$ cat src/sv/char_class_tokenizer_core_defines.svh
// Assertion macros used by the tokenizer front end.
`ifndef CHAR_CLASS_TOKENIZER_CORE_DEFINES_SVH
`define CHAR_CLASS_TOKENIZER_CORE_DEFINES_SVH

// Same-cycle implication, checked after reset is released.
`define CCTOK_ASSERT_NOW(label, ante, cons, msg) \
  label: assert property (@(posedge clk) disable iff (rst) (ante) |-> (cons)) \
    else $error(msg);

// Next-cycle implication, checked after reset is released.
`define CCTOK_ASSERT_NEXT(label, ante, cons, msg) \
  label: assert property (@(posedge clk) disable iff (rst) (ante) |=> (cons)) \
    else $error(msg);

`endif

$ cat src/sv/cctok_pkg.sv
// Types and constants for the character class tokenizer.
`default_nettype none
package cctok_pkg;

  localparam int MAX_HELD   = 15;
  localparam int HELD_CNT_W = $clog2(MAX_HELD + 1);
  localparam int HELD_IDX_W = (MAX_HELD > 1) ? $clog2(MAX_HELD) : 1;

  localparam int CHAR_W    = 8;
  localparam int NUM_CODES = 128;
  localparam int CODE_W    = $clog2(NUM_CODES);
  localparam int SET_W     = 64;

  localparam int CFG_DATA_W = 64;
  localparam int CFG_IDX_W  = 3;

  localparam int QUEUE_DEPTH = 4;
  localparam int QUEUE_PTR_W = $clog2(QUEUE_DEPTH);
  localparam int QUEUE_CNT_W = $clog2(QUEUE_DEPTH + 1);

  typedef enum logic [CFG_IDX_W-1:0] {
    REG_VALID_LO = 3'd0,
    REG_VALID_HI = 3'd1,
    REG_START_LO = 3'd2,
    REG_START_HI = 3'd3,
    REG_END_LO   = 3'd4,
    REG_END_HI   = 3'd5,
    REG_SINGLE   = 3'd6
  } reg_idx_t;

  typedef enum logic [1:0] {
    KIND_CHAR     = 2'd0,
    KIND_END      = 2'd1,
    KIND_EMPTY    = 2'd2,
    KIND_OVERFLOW = 2'd3
  } kind_t;

  typedef struct packed {
    logic [CHAR_W-1:0] in_char;
    logic              end_of_text;
  } in_item_t;

  typedef struct packed {
    logic [CHAR_W-1:0] out_char;
    logic [1:0]        out_kind;
    logic              last;
  } out_item_t;

  // One command per accepted item: flush held chars, then the char, then
  // up to two markers. hold appends the char to the back's held buffer.
  typedef struct packed {
    logic [CHAR_W-1:0]     ch;
    logic                  hold;
    logic [HELD_IDX_W-1:0] hold_idx;
    logic [HELD_CNT_W-1:0] nflush;
    logic                  do_char;
    logic                  m1_en;
    kind_t                 m1_kind;
    logic                  m2_en;
    kind_t                 m2_kind;
  } cmd_t;

  typedef struct packed {
    logic empty;
    logic full;
  } queue_stat_t;

endpackage
`default_nettype wire

$ cat src/sv/cctok_front.sv
// Front end: config registers, class lookup, token state, command build.
`default_nettype none
`include "char_class_tokenizer_core_defines.svh"
module cctok_front (
  input  wire logic                              clk,
  input  wire logic                              rst,
  input  wire logic                              cfg_write,
  input  wire logic [cctok_pkg::CFG_IDX_W-1:0]   cfg_index,
  input  wire logic [cctok_pkg::CFG_DATA_W-1:0]  cfg_data,
  input  wire logic                              accept,
  input  wire cctok_pkg::in_item_t               item,
  output cctok_pkg::cmd_t                        cmd
);

  logic [cctok_pkg::NUM_CODES-1:0] valid_set, start_set, end_set;
  logic                            single_mode;

  logic                              in_token, in_token_next;
  logic                              emitted_any, emitted_any_next;
  logic                              skip_rest, skip_rest_next;
  logic [cctok_pkg::HELD_CNT_W-1:0]  held_count, held_count_next;

  logic [cctok_pkg::CODE_W-1:0] code;
  logic                         is_v, is_s, is_e;

  always_ff @(posedge clk) begin
    if (rst) begin
      valid_set   <= '0;
      start_set   <= '0;
      end_set     <= '0;
      single_mode <= 1'b0;
    end else if (cfg_write) begin
      case (cfg_index)
        cctok_pkg::REG_VALID_LO: valid_set[cctok_pkg::SET_W-1:0] <= cfg_data;
        cctok_pkg::REG_VALID_HI: valid_set[cctok_pkg::NUM_CODES-1:cctok_pkg::SET_W] <= cfg_data;
        cctok_pkg::REG_START_LO: start_set[cctok_pkg::SET_W-1:0] <= cfg_data;
        cctok_pkg::REG_START_HI: start_set[cctok_pkg::NUM_CODES-1:cctok_pkg::SET_W] <= cfg_data;
        cctok_pkg::REG_END_LO:   end_set[cctok_pkg::SET_W-1:0] <= cfg_data;
        cctok_pkg::REG_END_HI:   end_set[cctok_pkg::NUM_CODES-1:cctok_pkg::SET_W] <= cfg_data;
        cctok_pkg::REG_SINGLE:   single_mode <= cfg_data[0];
        default: ;
      endcase
    end
  end

  // codes 128 and up belong to no class
  assign code = item.in_char[cctok_pkg::CODE_W-1:0];
  assign is_v = !item.in_char[cctok_pkg::CHAR_W-1] && valid_set[code];
  assign is_s = !item.in_char[cctok_pkg::CHAR_W-1] && start_set[code];
  assign is_e = !item.in_char[cctok_pkg::CHAR_W-1] && end_set[code];

  always_comb begin
    in_token_next    = in_token;
    emitted_any_next = emitted_any;
    skip_rest_next   = skip_rest;
    held_count_next  = held_count;

    cmd          = '0;
    cmd.ch       = item.in_char;
    cmd.m1_kind  = cctok_pkg::KIND_END;
    cmd.m2_kind  = cctok_pkg::KIND_END;

    if (single_mode) begin
      cmd.do_char = 1'b1;
      cmd.m1_en   = 1'b1;
    end else begin
      if (skip_rest) begin
        if (!is_v) begin
          skip_rest_next = 1'b0;
        end
      end else if (!in_token) begin
        if (is_s && is_v) begin
          in_token_next    = 1'b1;
          emitted_any_next = 1'b0;
          held_count_next  = '0;
        end
      end else if (!is_v) begin
        cmd.m1_en        = 1'b1;
        cmd.m1_kind      = emitted_any ? cctok_pkg::KIND_END : cctok_pkg::KIND_EMPTY;
        in_token_next    = 1'b0;
        emitted_any_next = 1'b0;
        held_count_next  = '0;
      end

      if (in_token_next && is_v) begin
        if (is_e) begin
          cmd.nflush       = held_count_next;
          cmd.do_char      = 1'b1;
          held_count_next  = '0;
          emitted_any_next = 1'b1;
        end else if (held_count_next >= cctok_pkg::HELD_CNT_W'(cctok_pkg::MAX_HELD)) begin
          cmd.m1_en        = 1'b1;
          cmd.m1_kind      = cctok_pkg::KIND_OVERFLOW;
          in_token_next    = 1'b0;
          emitted_any_next = 1'b0;
          held_count_next  = '0;
          skip_rest_next   = 1'b1;
        end else begin
          cmd.hold        = 1'b1;
          cmd.hold_idx    = held_count_next[cctok_pkg::HELD_IDX_W-1:0];
          held_count_next = held_count_next + 1'b1;
        end
      end
    end

    if (item.end_of_text) begin
      if (in_token_next) begin
        // close marker lands after whatever marker this item already has
        if (cmd.m1_en) begin
          cmd.m2_en   = 1'b1;
          cmd.m2_kind = emitted_any_next ? cctok_pkg::KIND_END : cctok_pkg::KIND_EMPTY;
        end else begin
          cmd.m1_en   = 1'b1;
          cmd.m1_kind = emitted_any_next ? cctok_pkg::KIND_END : cctok_pkg::KIND_EMPTY;
        end
      end
      in_token_next    = 1'b0;
      emitted_any_next = 1'b0;
      held_count_next  = '0;
      skip_rest_next   = 1'b0;
    end
  end

  always_ff @(posedge clk) begin
    if (rst) begin
      in_token    <= 1'b0;
      emitted_any <= 1'b0;
      skip_rest   <= 1'b0;
      held_count  <= '0;
    end else if (accept) begin
      in_token    <= in_token_next;
      emitted_any <= emitted_any_next;
      skip_rest   <= skip_rest_next;
      held_count  <= held_count_next;
    end
  end

  `CCTOK_ASSERT_NOW(a_idle_clean, !in_token,
    held_count == '0 && !emitted_any, "held chars or emitted flag outside a token")
  `CCTOK_ASSERT_NOW(a_skip_no_token, skip_rest, !in_token,
    "skipping while a token is open")
  `CCTOK_ASSERT_NOW(a_held_bound, 1'b1,
    held_count <= cctok_pkg::HELD_CNT_W'(cctok_pkg::MAX_HELD), "held count past buffer size")
  `CCTOK_ASSERT_NOW(a_hold_alone, accept && cmd.hold,
    cmd.nflush == '0 && !cmd.do_char && !cmd.m2_en, "hold command also emits chars")

endmodule
`default_nettype wire

$ cat src/sv/cctok_queue.sv
// Small command queue between front and back ends.
`default_nettype none
module cctok_queue (
  input  wire logic                  clk,
  input  wire logic                  rst,
  input  wire logic                  push,
  input  wire cctok_pkg::cmd_t       push_cmd,
  input  wire logic                  pop,
  output cctok_pkg::cmd_t            head,
  output cctok_pkg::queue_stat_t     stat
);

  cctok_pkg::cmd_t                    mem [cctok_pkg::QUEUE_DEPTH];
  logic [cctok_pkg::QUEUE_PTR_W-1:0]  wr_ptr, rd_ptr;
  logic [cctok_pkg::QUEUE_CNT_W-1:0]  count;

  always_ff @(posedge clk) begin
    if (push) begin
      mem[wr_ptr] <= push_cmd;
    end
  end

  always_ff @(posedge clk) begin
    if (rst) begin
      wr_ptr <= '0;
      rd_ptr <= '0;
      count  <= '0;
    end else begin
      if (push) wr_ptr <= wr_ptr + 1'b1;
      if (pop)  rd_ptr <= rd_ptr + 1'b1;
      case ({push, pop})
        2'b10:   count <= count + 1'b1;
        2'b01:   count <= count - 1'b1;
        default: ;
      endcase
    end
  end

  assign head       = mem[rd_ptr];
  assign stat.empty = (count == '0);
  assign stat.full  = (count == cctok_pkg::QUEUE_CNT_W'(cctok_pkg::QUEUE_DEPTH));

endmodule
`default_nettype wire

$ cat src/sv/cctok_back.sv
// Back end: held char buffer, result sequencer and output register.
`default_nettype none
module cctok_back (
  input  wire logic                    clk,
  input  wire logic                    rst,
  input  wire cctok_pkg::cmd_t         head,
  input  wire cctok_pkg::queue_stat_t  qstat,
  output logic                         pop,
  output logic                         out_valid,
  input  wire logic                    out_stall,
  output cctok_pkg::out_item_t         out_item
);

  logic [cctok_pkg::CHAR_W-1:0] held [cctok_pkg::MAX_HELD];

  cctok_pkg::cmd_t                   cur;
  logic                              busy;
  logic [cctok_pkg::HELD_CNT_W-1:0]  fidx;

  logic                              emit, rest, in_flush, head_has_results;
  cctok_pkg::out_item_t              res;

  assign emit     = busy && (!out_valid || !out_stall);
  assign in_flush = (fidx < cur.nflush);

  always_comb begin
    res          = '0;
    rest         = 1'b0;
    if (in_flush) begin
      res.out_char = held[fidx[cctok_pkg::HELD_IDX_W-1:0]];
      res.out_kind = cctok_pkg::KIND_CHAR;
      rest         = (fidx + 1'b1 < cur.nflush) || cur.do_char || cur.m1_en || cur.m2_en;
    end else if (cur.do_char) begin
      res.out_char = cur.ch;
      res.out_kind = cctok_pkg::KIND_CHAR;
      rest         = cur.m1_en || cur.m2_en;
    end else if (cur.m1_en) begin
      res.out_kind = cur.m1_kind;
      rest         = cur.m2_en;
    end else begin
      res.out_kind = cur.m2_kind;
    end
    res.last = !rest;
  end

  assign head_has_results = (head.nflush != '0) || head.do_char || head.m1_en || head.m2_en;
  assign pop = !qstat.empty && (!busy || (emit && !rest));

  always_ff @(posedge clk) begin
    if (pop && head.hold) begin
      held[head.hold_idx] <= head.ch;
    end
  end

  always_ff @(posedge clk) begin
    if (rst) begin
      busy <= 1'b0;
      fidx <= '0;
    end else if (pop) begin
      cur  <= head;
      busy <= head_has_results;
      fidx <= '0;
    end else if (emit) begin
      if (!rest) begin
        busy <= 1'b0;
      end
      if (in_flush) begin
        fidx <= fidx + 1'b1;
      end else if (cur.do_char) begin
        cur.do_char <= 1'b0;
      end else if (cur.m1_en) begin
        cur.m1_en <= 1'b0;
      end else begin
        cur.m2_en <= 1'b0;
      end
    end
  end

  always_ff @(posedge clk) begin
    if (rst) begin
      out_valid <= 1'b0;
    end else if (emit) begin
      out_valid <= 1'b1;
    end else if (!out_stall) begin
      out_valid <= 1'b0;
    end
  end

  always_ff @(posedge clk) begin
    if (emit) begin
      out_item <= res;
    end
  end

endmodule
`default_nettype wire

$ cat src/sv/char_class_tokenizer_core.sv
// Top level of the character class tokenizer.
//
//   port group       dir  handshake              payload
//   in_*             in   in_valid / in_stall    in_item  (in_char, end_of_text)
//   out_*            out  out_valid / out_stall  out_item (out_char, out_kind, last)
//   cfg_*            in   cfg_write              cfg_index, cfg_data
//
// The front end takes one item per cycle into a four-entry command queue
// while the queue is not full. The back end sends one result per cycle
// unless out_stall holds it; the single output port sets this rate.
// in_stall rises only when the queue is full; out_stall holds the output.
// Reset is synchronous: clears token state, queue, output and config.
`default_nettype none
module char_class_tokenizer_core (
  input  wire logic                              clk,
  input  wire logic                              rst,
  input  wire logic                              in_valid,
  output logic                                   in_stall,
  input  wire cctok_pkg::in_item_t               in_item,
  output logic                                   out_valid,
  input  wire logic                              out_stall,
  output cctok_pkg::out_item_t                   out_item,
  input  wire logic                              cfg_write,
  input  wire logic [cctok_pkg::CFG_IDX_W-1:0]   cfg_index,
  input  wire logic [cctok_pkg::CFG_DATA_W-1:0]  cfg_data
);

  cctok_pkg::cmd_t         front_cmd, head;
  cctok_pkg::queue_stat_t  qstat;
  logic                    accept, pop;

  assign in_stall = qstat.full;
  assign accept   = in_valid && !qstat.full;

  cctok_front u_front (
    .clk       (clk),
    .rst       (rst),
    .cfg_write (cfg_write),
    .cfg_index (cfg_index),
    .cfg_data  (cfg_data),
    .accept    (accept),
    .item      (in_item),
    .cmd       (front_cmd)
  );

  cctok_queue u_queue (
    .clk      (clk),
    .rst      (rst),
    .push     (accept),
    .push_cmd (front_cmd),
    .pop      (pop),
    .head     (head),
    .stat     (qstat)
  );

  cctok_back u_back (
    .clk       (clk),
    .rst       (rst),
    .head      (head),
    .qstat     (qstat),
    .pop       (pop),
    .out_valid (out_valid),
    .out_stall (out_stall),
    .out_item  (out_item)
  );

endmodule
`default_nettype wire
$ cat config.mk
export PLATFORM = sky130hd
export DESIGN_NAME = char_class_tokenizer_core
export DESIGN_NICKNAME = d
export VERILOG_FILES = /design/src/sv/cctok_pkg.sv /design/src/sv/cctok_front.sv /design/src/sv/cctok_queue.sv /design/src/sv/cctok_back.sv /design/src/sv/char_class_tokenizer_core.sv
export VERILOG_INCLUDE_DIRS = /design/src /design/src/sv
export SDC_FILE = /design/constraint.sdc
export NUM_CORES = 1
export LEC_CHECK = 0
export ABC_AREA = 1
export BUFFER_PORTS_ARGS = -buffer_cell sky130_fd_sc_hd__buf_2
export CORE_MARGIN = 4
export CORE_UTILIZATION = 50
export CTS_CLUSTER_SIZE = 24
export DETAILED_ROUTE_END_ITERATION = 10
export HOLD_SLACK_MARGIN = 0.08
export PLACE_DENSITY = 0.66
export SYNTH_ARGS = -nofsm -noshare
export SYNTH_HDL_FRONTEND = slang
export SYNTH_HIERARCHICAL = 1
export SYNTH_SLANG_ARGS = --single-unit
export TNS_END_PERCENT = 5
$ cat constraint.sdc
create_clock -name clk -period 4.2 [get_ports clk]
set_clock_uncertainty 0.2 [all_clocks]
set_input_delay 0.21 -clock clk [delete_from_list [all_inputs] [get_ports clk]]
set_output_delay 0.21 -clock clk [all_outputs]
set_load 0.02 [all_outputs]
==> results.toml <==
[floorplan]
num_io_pins = 94
die_h_um = 246
dieArea_sq_um = 60400
dieWidth_um = 246
core_sq_um = 55500
start_util_pct = 50.9
num_rows = 86

[logic_synthesis]
ys_ff_latch = 657
ys.flop_type = "dfxtp_1"
synth_area_sq_um = 28300
synth.net_count = 3584
synth.distinct_cells = 37
synth_edf_count = 246
synthArstFlopShare_pct = 0
syn_avg_cell_area_sq_um = 8.11
yosys_warnings = 6
syn_inst = 3489
ys_seq_area_share_pct = 55.2

[critical_path]
crit_top_cell = "nand3_1"
crit_required_ps = 4530
r2r_start = "u_front/start_set[25]$_SDFFE_PP0P_"
r2r_slack_ps = 680
reg2reg_to = "u_front/emitted_any$_SDFFE_PP0P_"
r2r_cells = 20
path_cells = "dlygate4sd3_1 -> buf_6 -> inv_8 -> buf_12 -> nand2_1 -> nand3_1 -> nand3_1 -> nand3_1 -> nand3_1 -> a21oi_1 -> nor2_1 -> nor2_2 -> nand3_4 -> nand3_2 -> inv_2 -> ha_1 -> nand2_1 -> inv_1 -> nand4_1 -> o21bai_1 -> a21oi_2 -> nand2_1 -> a21oi_1 -> dlygate4sd3_1"
cp-start-kind = "primary input"
endpoint_kind = "flip-flop"
path_class = "primary input to flip-flop"
slowest_stage = "dlygate4sd3_1"
cpPeakStageDelay_ps = 550
crit_fanout = 29
critPathArrivalTime_ps = 4290

[route]
wl_per_cell_um = 18.4
routed_wl_um = 79700
via_count = 24400
drt.antenna.violating_nets = 0
drcViolationCount = 0
firstDrtPassIters = 5
drtIter0Drc = 2239
via_per_inst = 5.62

[placed_design]
dp_cells = 4129
portBuffers = 93
gp_congestion = 0.863
dpl_cell_area_sq_um = 29100
dp_hpwl_um = 47500

[timing]
fin_crit_ps = 3960
setup_tns_ps = 0
clock.fmax_ghz = 0.253
fin_crit_sh_pct = 94.3
setup_viol = 0
hold_viol = 0
worst_pin_slew_ps = 1250
slew_headroom_pct = 16.9
drv_slew = 0

[clocking]
cts_tree = "built"
cts_root_buffer = "clkbuf_16"
numCtsBuffers = 69
htreeDepth = 3
clk_path_buf_depth = 3
clk_pin_slew_worst_paths_ps = 60
clk_latency_ps = 600
cts_sinks = 657

[global_route]
grt_pass1_vias = 23300
grt_overflow = 0
track_usage_pct = 25.8
grt_max_degree = 195
grt_pass1_wl_um = 126000
antenna_found_initial = 2

[pwr]
combPwrFrac_pct = 19.1
finalPower_mw = 16.6
power.share.sequential_pct = 45.5
p_leak_nw = 11.4
sw_frac_of_total_pct = 29.7
powerDensity_nw_per_um2 = 515
switchingPower_mw = 4.92
internal-power_mw = 11.7
ir_drop_mv = 0.466
power_frac_clock_pct = 35.4

[hold_path]
hold_end = "u_queue/mem[3][17]$_DFFE_PP_"
hold_class = "primary input to flip-flop"
hold_start = "in_item[2]"
min_path_cells = 3

[layout]
mostFrequentLayoutCell = "nand2_1"
fill_cells = 4983
design_area_sq_um = 32200
postLayoutCoreUtil_pct = 58.0
drive_gt1_share_pct = 9.23
areaGrowthSynthToFinish_pct = 13.9
fin_cells = 4337
nets = 3634
final_cell_mix = "nand2_1, dfxtp_1, a21oi_1"

[run_status]
status = "completed"

[flow_run]
drv_cap = 0
-- logic make-up (layout without fill, tap and decap cells) --
logic type	count (synthesis)	after routing	share of synthesized area [%]
AO/OA/AOI/OAI	679	679	13.0
flip-flops	657	657	55.2
other	0	1	0
buffers and inverters	341	440	5.29
XOR/XNOR	3	3	0.0929
AND/OR/NAND/NOR	1795	1795	25.8
adder cells (fa/ha/maj)	14	14	0.646
-- synth_stat cells (27+ instances only) --
master / number / area, sq um
o21ai_0: 155 / 776
o22ai_1: 60 / 375
nand2_1: 1232 / 4620
dfxtp_1: 411 / 8230
clkbuf_1: 151 / 567
nor2_1: 193 / 724
a21oi_1: 405 / 2030
edfxtp_1: 246 / 7390
buf_4: 27 / 203
inv_1: 76 / 285
nand3_1: 313 / 1570
buf_2: 56 / 280
nor2_2: 34 / 213
-- how the worst max path moves through the flow --
stage / slack [ps] / depth (start not counted) / to / from
global placement: 310 / 22 / u_queue/mem[1][0]$_DFFE_PP_ / in_item[1]
finish: 240 / 24 / u_front/emitted_any$_SDFFE_PP0P_ / in_item[1]
detailed placement: 300 / 21 / u_queue/mem[1][11]$_DFFE_PP_ / in_item[1]
global route: -5 / 26 / u_front/emitted_any$_SDFFE_PP0P_ / in_item[1]
floorplan: 1160 / 22 / u_queue/mem[0][1]$_DFFE_PP_ / in_item[2]
CTS: 80 / 25 / u_front/emitted_any$_SDFFE_PP0P_ / in_item[1]
-- routing by layer --
layer  track usage [%]  wire [um]
met1              34.0      33500
met2              43.5      38600
met3              4.05       5060
met4              8.93       2450
met5                 0          8
-- power by group through the flow --
stage | registers, mW | clock network [mW] | logic, mW
2_1_floorplan | 7.67 | 0 | 2.11
3_3_place_gp | 7.67 | 0 | 3.00
3_5_place_dp | 7.68 | 0 | 3.08
4_1_cts | 7.54 | 5.98 | 3.16
5_1_grt | 7.58 | 6.25 | 3.51
6_report | 7.54 | 5.88 | 3.17
-- timing repair --
| item | CTS | global route |
|---|---|---|
| hold buffers | 86 | 0 |
| setup endpoints to repair | 0 | 21 |
| buffers inserted | 0 | 0 |
| gates resized for setup | 0 | 10 |
| hold endpoints to repair | 458 | 0 |
-- metrics by stage --
stage	hold WS, ps	worst slack [ps]
after floorplan	79.1	1160
after detailed placement	249	296
after global placement	229	310
after CTS	171	84.0
final	218	240
after global routing	192	-5.08
-- critical path, delay by kind of cell --
family	cells	cell delay, ps
buffers and inverters	7	1760
and+or+nand+nor	12	1420
AOI/OAI and AO/OA	4	630
adders and majority gates	1	220
-- area by class of cell --
class / count / area (sq um) / share of cell area [%]
timing repair buffer: 229 / 1920 / 5.96
antenna: 1 / 2.50 / 0.00777
sequential: 657 / 15600 / 48.5
tap: 748 / 936 / 2.90
inverter: 91 / 349 / 1.08
clock inverter: 19 / 150 / 0.466
multi-input combinational: 2491 / 11200 / 34.9
clock buffer: 101 / 2010 / 6.24
-- flip-flops by register name (all words and copies together) (netlist names), 3 cells and up, named ones only --
name,cells
u_queue/mem,96
u_front/end_set,128
u_back/cur,19
u_queue/count,3
u_back/out_item,11
u_back/held,120
u_front/held_count,4
u_front/start_set,128
u_front/valid_set,128
u_back/fidx,4
(Power assumes the default switching activity.)
